### src/rtl/core/kwtl_pkg.sv
// ----------------------------------------------------------------------------
// kwtl_pkg
// Shared types, token codes, keyword table and character classes for the
// keyword token lexer.
// ----------------------------------------------------------------------------
`default_nettype none

package kwtl_pkg;

  localparam int unsigned LEN_MAX_DEF = 255;
  localparam int unsigned RES_DEPTH   = 4;
  localparam int unsigned NUM_KW      = 9;

  localparam logic [7:0] CH_NUL    = 8'h00;
  localparam logic [7:0] CH_QUOTE  = 8'h22;
  localparam logic [7:0] CH_DOLLAR = 8'h24;

  typedef enum logic [4:0] {
    TK_EOF    = 5'd0,
    TK_IDENT  = 5'd1,
    TK_NUMBER = 5'd2,
    TK_STRING = 5'd3,
    TK_FN     = 5'd4,
    TK_DG     = 5'd5,
    TK_VAL    = 5'd6,
    TK_VAR    = 5'd7,
    TK_SAY    = 5'd8,
    TK_DEFINE = 5'd9,
    TK_STAR   = 5'd10,
    TK_END    = 5'd11,
    TK_HEX    = 5'd12,
    TK_ASM    = 5'd13,
    TK_LPAREN = 5'd14,
    TK_RPAREN = 5'd15,
    TK_LBRACE = 5'd16,
    TK_RBRACE = 5'd17,
    TK_SEMI   = 5'd18,
    TK_COLON  = 5'd19,
    TK_COMMA  = 5'd20,
    TK_OP     = 5'd21
  } token_kind_e;

  typedef enum logic [4:0] {
    SM_IDLE  = 5'b00001,
    SM_IDENT = 5'b00010,
    SM_NUM   = 5'b00100,
    SM_STR   = 5'b01000,
    SM_HEX   = 5'b10000
  } scan_mode_e;

  // Keyword text packed first byte low, as the head register holds it.
  localparam logic [63:0] KW_WORD [NUM_KW] = '{
    64'h0000_0000_0000_6e66,  // fn
    64'h0000_0000_0000_6764,  // dg
    64'h0000_0000_006c_6176,  // val
    64'h0000_0000_0072_6176,  // var
    64'h0000_0000_0079_6173,  // say
    64'h0000_656e_6966_6564,  // define
    64'h0000_0000_7261_7473,  // star
    64'h0000_0000_0064_6e65,  // end
    64'h0000_0000_006d_7361   // asm
  };

  localparam logic [2:0] KW_LEN [NUM_KW] = '{
    3'd2, 3'd2, 3'd3, 3'd3, 3'd3, 3'd6, 3'd4, 3'd3, 3'd3
  };

  localparam token_kind_e KW_KIND [NUM_KW] = '{
    TK_FN, TK_DG, TK_VAL, TK_VAR, TK_SAY, TK_DEFINE, TK_STAR, TK_END, TK_ASM
  };

  typedef struct packed {
    token_kind_e kind;
    logic [7:0]  length;
    logic [63:0] head;
    logic        last;
  } token_t;

  // Up to two tokens written into the result queue in one step.
  typedef struct packed {
    logic [1:0] count;
    token_t     tok0;
    token_t     tok1;
  } push_t;

  function automatic logic is_alpha(input logic [7:0] c);
    return (c inside {[8'h61:8'h7a], [8'h41:8'h5a]});
  endfunction

  function automatic logic is_digit(input logic [7:0] c);
    return (c inside {[8'h30:8'h39]});
  endfunction

  function automatic logic is_xdigit(input logic [7:0] c);
    return (c inside {[8'h30:8'h39], [8'h61:8'h66], [8'h41:8'h46]});
  endfunction

  function automatic logic is_space(input logic [7:0] c);
    return (c inside {8'h20, [8'h09:8'h0d]});
  endfunction

  function automatic token_kind_e punct_kind(input logic [7:0] c);
    token_kind_e k;
    case (c)
      8'h28:   k = TK_LPAREN;
      8'h29:   k = TK_RPAREN;
      8'h7b:   k = TK_LBRACE;
      8'h7d:   k = TK_RBRACE;
      8'h3b:   k = TK_SEMI;
      8'h3a:   k = TK_COLON;
      8'h2c:   k = TK_COMMA;
      default: k = TK_OP;
    endcase
    return k;
  endfunction

endpackage

`default_nettype wire

### src/rtl/core/kwtl_if.sv
// ----------------------------------------------------------------------------
// kwtl_in_if / kwtl_out_if
// Valid/ready channels for input bytes and result tokens.
// ----------------------------------------------------------------------------
`default_nettype none

interface kwtl_in_if;
  logic       valid;
  logic       ready;
  logic       kind;
  logic [7:0] char_code;

  modport source (output valid, output kind, output char_code, input ready);
  modport sink   (input valid, input kind, input char_code, output ready);
endinterface

interface kwtl_out_if;
  logic        valid;
  logic        ready;
  logic [4:0]  token_kind;
  logic [7:0]  token_length;
  logic [63:0] text_head;
  logic        last;

  modport source (output valid, output token_kind, output token_length,
                  output text_head, output last, input ready);
  modport sink   (input valid, input token_kind, input token_length,
                  input text_head, input last, output ready);
endinterface

`default_nettype wire

### src/rtl/core/keyword_token_lexer.sv
// Path: a word taken is held in the input register until the scan step fires,
//   which waits for queue room; its tokens are then written into the result queue.
// Throughput: one input word per cycle while the result queue has room; a word
//   that yields two tokens is absorbed by a four-entry result queue.
// Reset: rst_ni asynchronous, active low; clears scan state, queue pointers
//   and the input register valid bit.
// ----------------------------------------------------------------------------
// keyword_token_lexer
// Byte-serial lexer for one line: bytes in, tokens with kind, length and
// first eight text bytes out.
// ----------------------------------------------------------------------------
`default_nettype none

module keyword_token_lexer #(
  parameter int unsigned LEN_MAX = kwtl_pkg::LEN_MAX_DEF
) (
  input  wire logic   clk_i,
  input  wire logic   rst_ni,
  kwtl_in_if.sink     in_i,
  kwtl_out_if.source  out_o
);

  // Input register: one word, reloaded whenever the scan step consumes it.
  logic       in_vld_q;
  logic       kind_q;
  logic [7:0] char_q;

  logic             space;    // queue can take a two-token step
  logic             step;     // scan step fires this cycle
  logic             in_acc;
  kwtl_pkg::push_t  push;
  kwtl_pkg::token_t res;

  assign step       = in_vld_q && space;
  // ready does not wait for the output side unless the queue is nearly full
  assign in_i.ready = !in_vld_q || step;
  assign in_acc     = in_i.valid && in_i.ready;

  always_ff @(posedge clk_i or negedge rst_ni) begin
    if (!rst_ni) begin
      in_vld_q <= 1'b0;
    end else if (in_acc) begin
      in_vld_q <= 1'b1;
    end else if (step) begin
      in_vld_q <= 1'b0;
    end
  end

  // payload: no reset needed
  always_ff @(posedge clk_i) begin
    if (in_acc) begin
      kind_q <= in_i.kind;
      char_q <= in_i.char_code;
    end
  end

  // Scan state plus the per-byte classify / keyword compare.
  kwtl_scan #(
    .LEN_MAX(LEN_MAX)
  ) u_scan (
    .clk_i  (clk_i),
    .rst_ni (rst_ni),
    .step_i (step),
    .kind_i (kind_q),
    .char_i (char_q),
    .push_o (push)
  );

  // Result queue; its head is the output word.
  kwtl_fifo u_fifo (
    .clk_i   (clk_i),
    .rst_ni  (rst_ni),
    .push_i  (push),
    .space_o (space),
    .valid_o (out_o.valid),
    .ready_i (out_o.ready),
    .data_o  (res)
  );

  assign out_o.token_kind   = res.kind;
  assign out_o.token_length = res.length;
  assign out_o.text_head    = res.head;
  assign out_o.last         = res.last;

endmodule

`default_nettype wire

### src/rtl/core/kwtl_scan.sv
// ----------------------------------------------------------------------------
// kwtl_scan
// Scan state and one-step token logic: one word in, up to two tokens out.
// ----------------------------------------------------------------------------
`default_nettype none

module kwtl_scan #(
  parameter int unsigned LEN_MAX = kwtl_pkg::LEN_MAX_DEF
) (
  input  wire logic            clk_i,
  input  wire logic            rst_ni,
  input  wire logic            step_i,
  input  wire logic            kind_i,
  input  wire logic [7:0]      char_i,
  output kwtl_pkg::push_t      push_o
);

  localparam int unsigned LenW = $clog2(LEN_MAX + 1);
  localparam int unsigned RunW = (LenW > 8) ? LenW : 8;

  kwtl_pkg::scan_mode_e mode_q, mode_d;
  logic [RunW-1:0]      run_q, run_d, run_app;
  logic [63:0]          head_q, head_d, head_app;
  logic                 stop_q, stop_d;

  kwtl_pkg::token_kind_e flush_kind;
  kwtl_pkg::token_t      tok_a, tok_b;
  logic                  flush_v, b_v, cont;

  // appended run and head
  always_comb begin
    head_app = head_q;
    if (run_q < RunW'(8)) begin
      head_app[run_q[2:0]*8 +: 8] = char_i;
    end
    run_app = (run_q < RunW'(LEN_MAX)) ? run_q + RunW'(1) : run_q;
  end

  always_comb begin
    case (mode_q)
      kwtl_pkg::SM_IDENT: begin
        flush_kind = kwtl_pkg::TK_IDENT;
        for (int i = 0; i < kwtl_pkg::NUM_KW; i++) begin
          if (run_q == RunW'(kwtl_pkg::KW_LEN[i]) && head_q == kwtl_pkg::KW_WORD[i]) begin
            flush_kind = kwtl_pkg::KW_KIND[i];
          end
        end
      end
      kwtl_pkg::SM_NUM: flush_kind = kwtl_pkg::TK_NUMBER;
      kwtl_pkg::SM_STR: flush_kind = kwtl_pkg::TK_STRING;
      kwtl_pkg::SM_HEX: flush_kind = kwtl_pkg::TK_HEX;
      default:          flush_kind = kwtl_pkg::TK_EOF;
    endcase
  end

  always_comb begin
    case (mode_q)
      kwtl_pkg::SM_IDENT: cont = kwtl_pkg::is_alpha(char_i) || kwtl_pkg::is_digit(char_i);
      kwtl_pkg::SM_NUM:   cont = kwtl_pkg::is_digit(char_i);
      kwtl_pkg::SM_HEX:   cont = kwtl_pkg::is_xdigit(char_i);
      kwtl_pkg::SM_STR:   cont = (char_i != kwtl_pkg::CH_QUOTE);
      default:            cont = 1'b0;
    endcase
  end

  always_comb begin
    mode_d  = mode_q;
    run_d   = run_q;
    head_d  = head_q;
    stop_d  = stop_q;
    flush_v = 1'b0;
    b_v     = 1'b0;
    tok_b   = '{kind: kwtl_pkg::TK_EOF, length: 8'd0, head: 64'd0, last: 1'b1};

    if (kind_i) begin
      // end of line: flush, EOF, full clear
      flush_v = !stop_q && (mode_q != kwtl_pkg::SM_IDLE);
      b_v     = 1'b1;
      mode_d  = kwtl_pkg::SM_IDLE;
      run_d   = '0;
      head_d  = '0;
      stop_d  = 1'b0;
    end else if (stop_q) begin
      // rest of line ignored
    end else if (char_i == kwtl_pkg::CH_NUL) begin
      flush_v = (mode_q != kwtl_pkg::SM_IDLE);
      mode_d  = kwtl_pkg::SM_IDLE;
      run_d   = '0;
      head_d  = '0;
      stop_d  = 1'b1;
    end else if (cont) begin
      run_d  = run_app;
      head_d = head_app;
    end else if (mode_q == kwtl_pkg::SM_STR) begin
      // closing quote
      flush_v = 1'b1;
      mode_d  = kwtl_pkg::SM_IDLE;
      run_d   = '0;
      head_d  = '0;
    end else begin
      // token ends here; the byte starts a fresh scan
      flush_v = (mode_q != kwtl_pkg::SM_IDLE);
      mode_d  = kwtl_pkg::SM_IDLE;
      run_d   = '0;
      head_d  = '0;
      if (kwtl_pkg::is_space(char_i)) begin
        mode_d = kwtl_pkg::SM_IDLE;
      end else if (kwtl_pkg::is_alpha(char_i)) begin
        mode_d = kwtl_pkg::SM_IDENT;
        run_d  = RunW'(1);
        head_d = {56'd0, char_i};
      end else if (kwtl_pkg::is_digit(char_i)) begin
        mode_d = kwtl_pkg::SM_NUM;
        run_d  = RunW'(1);
        head_d = {56'd0, char_i};
      end else if (char_i == kwtl_pkg::CH_QUOTE) begin
        mode_d = kwtl_pkg::SM_STR;
      end else if (char_i == kwtl_pkg::CH_DOLLAR) begin
        mode_d = kwtl_pkg::SM_HEX;
      end else begin
        b_v   = 1'b1;
        tok_b = '{kind: kwtl_pkg::punct_kind(char_i), length: 8'd1,
                  head: {56'd0, char_i}, last: 1'b1};
      end
    end
  end

  assign tok_a = '{kind: flush_kind, length: run_q[7:0], head: head_q, last: !b_v};

  always_comb begin
    push_o.count = step_i ? ({1'b0, flush_v} + {1'b0, b_v}) : 2'd0;
    push_o.tok0  = flush_v ? tok_a : tok_b;
    push_o.tok1  = tok_b;
  end

  always_ff @(posedge clk_i or negedge rst_ni) begin
    if (!rst_ni) begin
      mode_q <= kwtl_pkg::SM_IDLE;
      run_q  <= '0;
      head_q <= '0;
      stop_q <= 1'b0;
    end else if (step_i) begin
      mode_q <= mode_d;
      run_q  <= run_d;
      head_q <= head_d;
      stop_q <= stop_d;
    end
  end

endmodule

`default_nettype wire

### src/rtl/core/kwtl_fifo.sv
// ----------------------------------------------------------------------------
// kwtl_fifo
// Result queue: takes up to two tokens a cycle, hands out one.
// ----------------------------------------------------------------------------
`default_nettype none

module kwtl_fifo (
  input  wire logic        clk_i,
  input  wire logic        rst_ni,
  input  kwtl_pkg::push_t  push_i,
  output logic             space_o,
  output logic             valid_o,
  input  wire logic        ready_i,
  output kwtl_pkg::token_t data_o
);

  localparam int unsigned Depth = kwtl_pkg::RES_DEPTH;
  localparam int unsigned PtrW  = $clog2(Depth);
  localparam int unsigned CntW  = $clog2(Depth + 1);

  kwtl_pkg::token_t mem_q [Depth];
  logic [PtrW-1:0]  wp_q, rp_q;
  logic [CntW-1:0]  cnt_q;
  logic             pop;

  assign valid_o = (cnt_q != '0);
  assign data_o  = mem_q[rp_q];
  assign pop     = valid_o && ready_i;
  // room for a two-token word regardless of this cycle's pop
  assign space_o = (cnt_q <= CntW'(Depth - 2));

  always_ff @(posedge clk_i) begin
    if (push_i.count != 2'd0) begin
      mem_q[wp_q] <= push_i.tok0;
    end
    if (push_i.count == 2'd2) begin
      mem_q[PtrW'(wp_q + PtrW'(1))] <= push_i.tok1;
    end
  end

  always_ff @(posedge clk_i or negedge rst_ni) begin
    if (!rst_ni) begin
      wp_q  <= '0;
      rp_q  <= '0;
      cnt_q <= '0;
    end else begin
      wp_q  <= PtrW'(wp_q + PtrW'(push_i.count));
      rp_q  <= PtrW'(rp_q + PtrW'(pop));
      cnt_q <= CntW'(cnt_q + CntW'(push_i.count) - CntW'(pop));
    end
  end

endmodule

`default_nettype wire

### src/flat_wrapper.sv
// flat-port wrapper written by rule: the top's interface ports become plain ports
module keyword_token_lexer_flat 
#(
  parameter int unsigned LEN_MAX = kwtl_pkg::LEN_MAX_DEF
)
  (clk_i, rst_ni, in_i_valid, in_i_kind, in_i_char_code, in_i_ready, out_o_valid, out_o_token_kind, out_o_token_length, out_o_text_head, out_o_last, out_o_ready);
  kwtl_in_if in_i_i ();
  kwtl_out_if out_o_i ();
  input  wire logic clk_i;
  input  wire logic rst_ni;
  input wire logic [$bits(in_i_i.valid)-1:0] in_i_valid;
  input wire logic [$bits(in_i_i.kind)-1:0] in_i_kind;
  input wire logic [$bits(in_i_i.char_code)-1:0] in_i_char_code;
  output wire logic [$bits(in_i_i.ready)-1:0] in_i_ready;
  output wire logic [$bits(out_o_i.valid)-1:0] out_o_valid;
  output wire logic [$bits(out_o_i.token_kind)-1:0] out_o_token_kind;
  output wire logic [$bits(out_o_i.token_length)-1:0] out_o_token_length;
  output wire logic [$bits(out_o_i.text_head)-1:0] out_o_text_head;
  output wire logic [$bits(out_o_i.last)-1:0] out_o_last;
  input wire logic [$bits(out_o_i.ready)-1:0] out_o_ready;
  assign in_i_i.valid = in_i_valid;
  assign in_i_i.kind = in_i_kind;
  assign in_i_i.char_code = in_i_char_code;
  assign in_i_ready = in_i_i.ready;
  assign out_o_valid = out_o_i.valid;
  assign out_o_token_kind = out_o_i.token_kind;
  assign out_o_token_length = out_o_i.token_length;
  assign out_o_text_head = out_o_i.text_head;
  assign out_o_last = out_o_i.last;
  assign out_o_i.ready = out_o_ready;
  keyword_token_lexer #(.LEN_MAX(LEN_MAX)) u_core (.clk_i(clk_i), .rst_ni(rst_ni), .in_i(in_i_i), .out_o(out_o_i));
endmodule
### config.mk
export PLATFORM = sky130hd
export DESIGN_NAME = keyword_token_lexer_flat
export DESIGN_NICKNAME = d
export VERILOG_FILES = /design/src/rtl/core/kwtl_pkg.sv /design/src/rtl/core/kwtl_if.sv /design/src/rtl/core/keyword_token_lexer.sv /design/src/rtl/core/kwtl_scan.sv /design/src/rtl/core/kwtl_fifo.sv /design/src/flat_wrapper.sv
export SDC_FILE = /design/constraint.sdc
export NUM_CORES = 1
export LEC_CHECK = 0
export BUFFER_PORTS_ARGS = -buffer_cell sky130_fd_sc_hd__buf_2
export CORE_MARGIN = 2
export CORE_UTILIZATION = 49
export CTS_BUF_LIST = sky130_fd_sc_hd__clkbuf_8
export DETAILED_ROUTE_END_ITERATION = 7
export PLACE_DENSITY = 0.67
export RECOVER_POWER = 50
export SYNTH_ARGS = -nofsm -noshare
export SYNTH_HDL_FRONTEND = slang
export SYNTH_SLANG_ARGS = --single-unit
### constraint.sdc
create_clock -name clk_i -period 10.9 [get_ports clk_i]
set_clock_uncertainty 0.1 [all_clocks]
set_input_delay 3.27 -clock clk_i [delete_from_list [all_inputs] [get_ports clk_i]]
set_output_delay 3.27 -clock clk_i [all_outputs]
set_load 0.01 [all_outputs]
==> flow_metrics.env <==
export IMPL_outcome="complete, but fails checks"
export IMPL_violations="max-capacitance violations, max-slew violations"
export IMPL_max_slew_margin_pct=-129
export IMPL_p_comb_share_pct=24.4
export IMPL_crit_chain="nor4b_1 > nor4b_1 > o22ai_1 > o31ai_1 > nand2_1 > inv_1 > ha_1 > o21ai_1 > nor2_1 > nor2_4 > buf_4 > inv_1 > o22a_1"
export IMPL_drt_total_wl_um=46100
export IMPL_io_pins=93
export IMPL_rsz0062_at_grt="false"
export IMPL_design_core_area_um2=34300
export IMPL_hp_class="reg -> reg"
export IMPL_numCtsBuffers=67
export IMPL_dpl_worst_slack_ps=4940
export IMPL_clock_fmax_ghz=0.128
export IMPL_ys_ff_latch=407
export IMPL_ant_nets=0
export IMPL_worst_path_max_delay_cell="o31ai_1"
export IMPL_ff_latch_area_um2=9240
export IMPL_grt_max_degree=67
export IMPL_area_delta_synth_final_pct=11.0
export IMPL_async_reset_ff_share_pct=21.1
export IMPL_ys_seq_area_share_pct=54.4
export IMPL_fillers=2835
export IMPL_vias_per_cell=6.40
export IMPL_fin_crit_sh_pct=71.6
export IMPL_setup_worst_path_end_class="register"
export IMPL_hold_viol_final=0
export IMPL_critPathLaunchType="register"
export IMPL_post_cts_resized=0
export IMPL_worstPathMaxFanout=64
export IMPL_clockBufferDepth=3
export IMPL_drv_cap=3
export IMPL_drive_gt1_share_pct=19.9
export IMPL_die_h_um=190
export IMPL_slew_viol_final=98
export IMPL_ctsHoldBuffers=0
export IMPL_gp_congestion=0.936
export IMPL_synth_edff_count=65
export IMPL_yosysWarnings=0
export IMPL_internal_power_mw=2.69
export IMPL_switching_share_pct=35.0
export IMPL_worst_slew_pin_slew_ps=3440
export IMPL_diodes=0
export IMPL_cts_clk_slew_worst_paths_ps=70
export IMPL_pwr_share_seq_pct=43.6
export IMPL_cts_num_sinks=407
export IMPL_setup_ws_ps=3100
export IMPL_first_pass_iters=5
export IMPL_synth_cells=1357
export IMPL_holdPathStages=2
export IMPL_rows=68
export IMPL_max_vdd_ir_drop_uv=208
export IMPL_slowest_delay_ps=1310
export IMPL_cp_required_ps=11280
export IMPL_finalPower_mw=4.14
export IMPL_p_switching_mw=1.45
export IMPL_worst_path_stages=13
export IMPL_period_minus_slack_ps=7800
export IMPL_synth_cell_types=74
export IMPL_grt_pass1_wl_um=71900
export IMPL_multi_input_area_um2=7020
export IMPL_clock_latency_ps=590
export IMPL_antenna_found_initial=0
export IMPL_synth_nets=1383
export IMPL_grt_pass1_vias=12300
export IMPL_p_leak_nw=7.52
export IMPL_die_area_um2=36100
export IMPL_initial_utilization_pct=49.5
export IMPL_dr_first_iter_drc_count=1184
export IMPL_final_util_pct=54.9
export IMPL_grtUsageTotal_pct=25.6
export IMPL_cts_setup_buffers=0
export IMPL_power_frac_clock_pct=32.0
export IMPL_io_buffers=92
export IMPL_reg2regPathDepth=13
export IMPL_synthFlopType="dfxtp_1"
export IMPL_root_buffer="clkbuf_8"
export IMPL_wire_per_inst_um=24.0
export IMPL_finalNetCount=1436
export IMPL_cts_max_level=3
export IMPL_dr_total_vias=12300
export IMPL_power_density_nw_per_um2=220
export IMPL_cp_top_family="compound AO/OA/AOI/OAI gates"
export IMPL_tritoncts="built"
export IMPL_arrival_ps=8180
export IMPL_setup_tns_ps=0
export IMPL_layout_common_cells="301 x a22o_1, 256 x dfxtp_1, 89 x buf_2"
export IMPL_path_buf_inv=3
export IMPL_final_common_cell="a22o_1"
export IMPL_syn_area_per_cell_um2=12.5
export IMPL_syn_area_um2=17000
export IMPL_hpwl_um=28300
export IMPL_grt_overflow_total=0
export IMPL_die_w_um=190
export IMPL_drc_errors=0
export IMPL_setup_viol=0
export IMPL_timing_worst_setup_path_type="reg -> reg"
## sequential cells by signal (all words and copies together) (netlist names)
name / flops
u_core.u_fifo.mem_q: 312
u_core.u_scan.head_q: 64
u_core.char_q: 8
u_core.u_scan.run_q: 8
u_core.u_scan.mode_q: 5
u_core.u_fifo.cnt_q: 3
u_core.u_fifo.rp_q: 2
u_core.u_fifo.wp_q: 2
u_core.in_vld_q: 1
u_core.kind_q: 1
u_core.u_scan.stop_q: 1
## cell usage after synthesis (all sizes together) (11+ instances only)
cell | instances | area, µm²
nand4 | 23 | 144
o21ai | 22 | 110
inv | 33 | 124
nand2 | 68 | 263
clkbuf | 68 | 256
nor2 | 39 | 149
mux4 | 78 | 1760
a21oi | 14 | 70.1
nand3 | 21 | 105
a31oi | 12 | 75.1
edfxtp | 65 | 1950
nor4 | 20 | 140
nor3 | 27 | 163
a22o | 301 | 2640
o31ai | 11 | 96.3
dfrtp | 85 | 2130
ha | 12 | 150
buf | 50 | 322
dfxtp | 256 | 5120
o22ai | 47 | 294
## kinds of logic (layout without fill, tap and decap cells)
| family | count (synthesis) | count (layout) | share of synthesized area (%) |
|---|---|---|---|
| xor+xnor | 14 | 14 | 0.723 |
| simple gates | 259 | 259 | 8.52 |
| buf+inv | 152 | 259 | 4.16 |
| compound gates | 431 | 431 | 20.6 |
| mux | 81 | 81 | 10.5 |
| fa+ha+maj | 13 | 13 | 1.00 |
| flops | 407 | 407 | 54.4 |
## path summary, 6_finish.rpt
kind | start | end | slack (ps)
setup / recovery | u_core.char_q[6] | u_core.u_fifo.mem_q[2][0] | 3100
hold / removal | u_core.u_fifo.mem_q[3][21] | u_core.u_fifo.mem_q[3][21] | 350
setup reg to reg | u_core.char_q[6] | u_core.u_fifo.mem_q[2][0] | 3100
hold reg to reg | u_core.u_fifo.mem_q[3][21] | u_core.u_fifo.mem_q[3][21] | 350
max in group asynchronous | rst_ni | u_core.u_scan.run_q[2] | 3940
min in group asynchronous | rst_ni | u_core.u_fifo.rp_q[1] | 2860
## metal layers
layer  track usage (%)  wire, µm
met5                 0         0
met3              4.15      2890
met1              36.5     20600
met4              9.75      1290
met2              39.5     21300
## through the flow
stage	cells	hold slack, ps	cell area, µm²
2_1_floorplan	1357	320	17000
3_3_place_gp	1796	330	17500
3_5_place_dp	1796	341	17500
4_1_cts	1919	355	18900
5_1_grt	1919	381	18800
6_report	1919	353	18800
## layout make-up
class / instances / share of cell area [%]
Clock buffer: 77 / 5.63
Clock inverter: 46 / 1.50
Timing Repair Buffer: 102 / 2.81
Inverter: 34 / 0.678
Tap cell: 455 / 3.02
Sequential cell: 407 / 49.1
Multi-Input combinational cell: 798 / 37.3
## power by group through the flow
stage / combinational (mW) / sequential, mW / clock (mW)
6_report: 1.01 / 1.80 / 1.32
2_1_floorplan: 0.831 / 1.70 / 0
5_1_grt: 1.10 / 1.82 / 1.42
3_3_place_gp: 1.00 / 1.83 / 0
3_5_place_dp: 1.02 / 1.83 / 0
4_1_cts: 1.02 / 1.80 / 1.35
## worst reg2reg max path, delay by kind of cell (launching register included)
family,cells,cell delay [ps]
AND/OR/NAND/NOR,5,2470
adder cells (fa/ha/maj),1,350
flip-flops,1,730
buffers and inverters,3,1570
AO/OA/AOI/OAI,4,2480
Note: power is estimated with default switching activity, not from simulation.
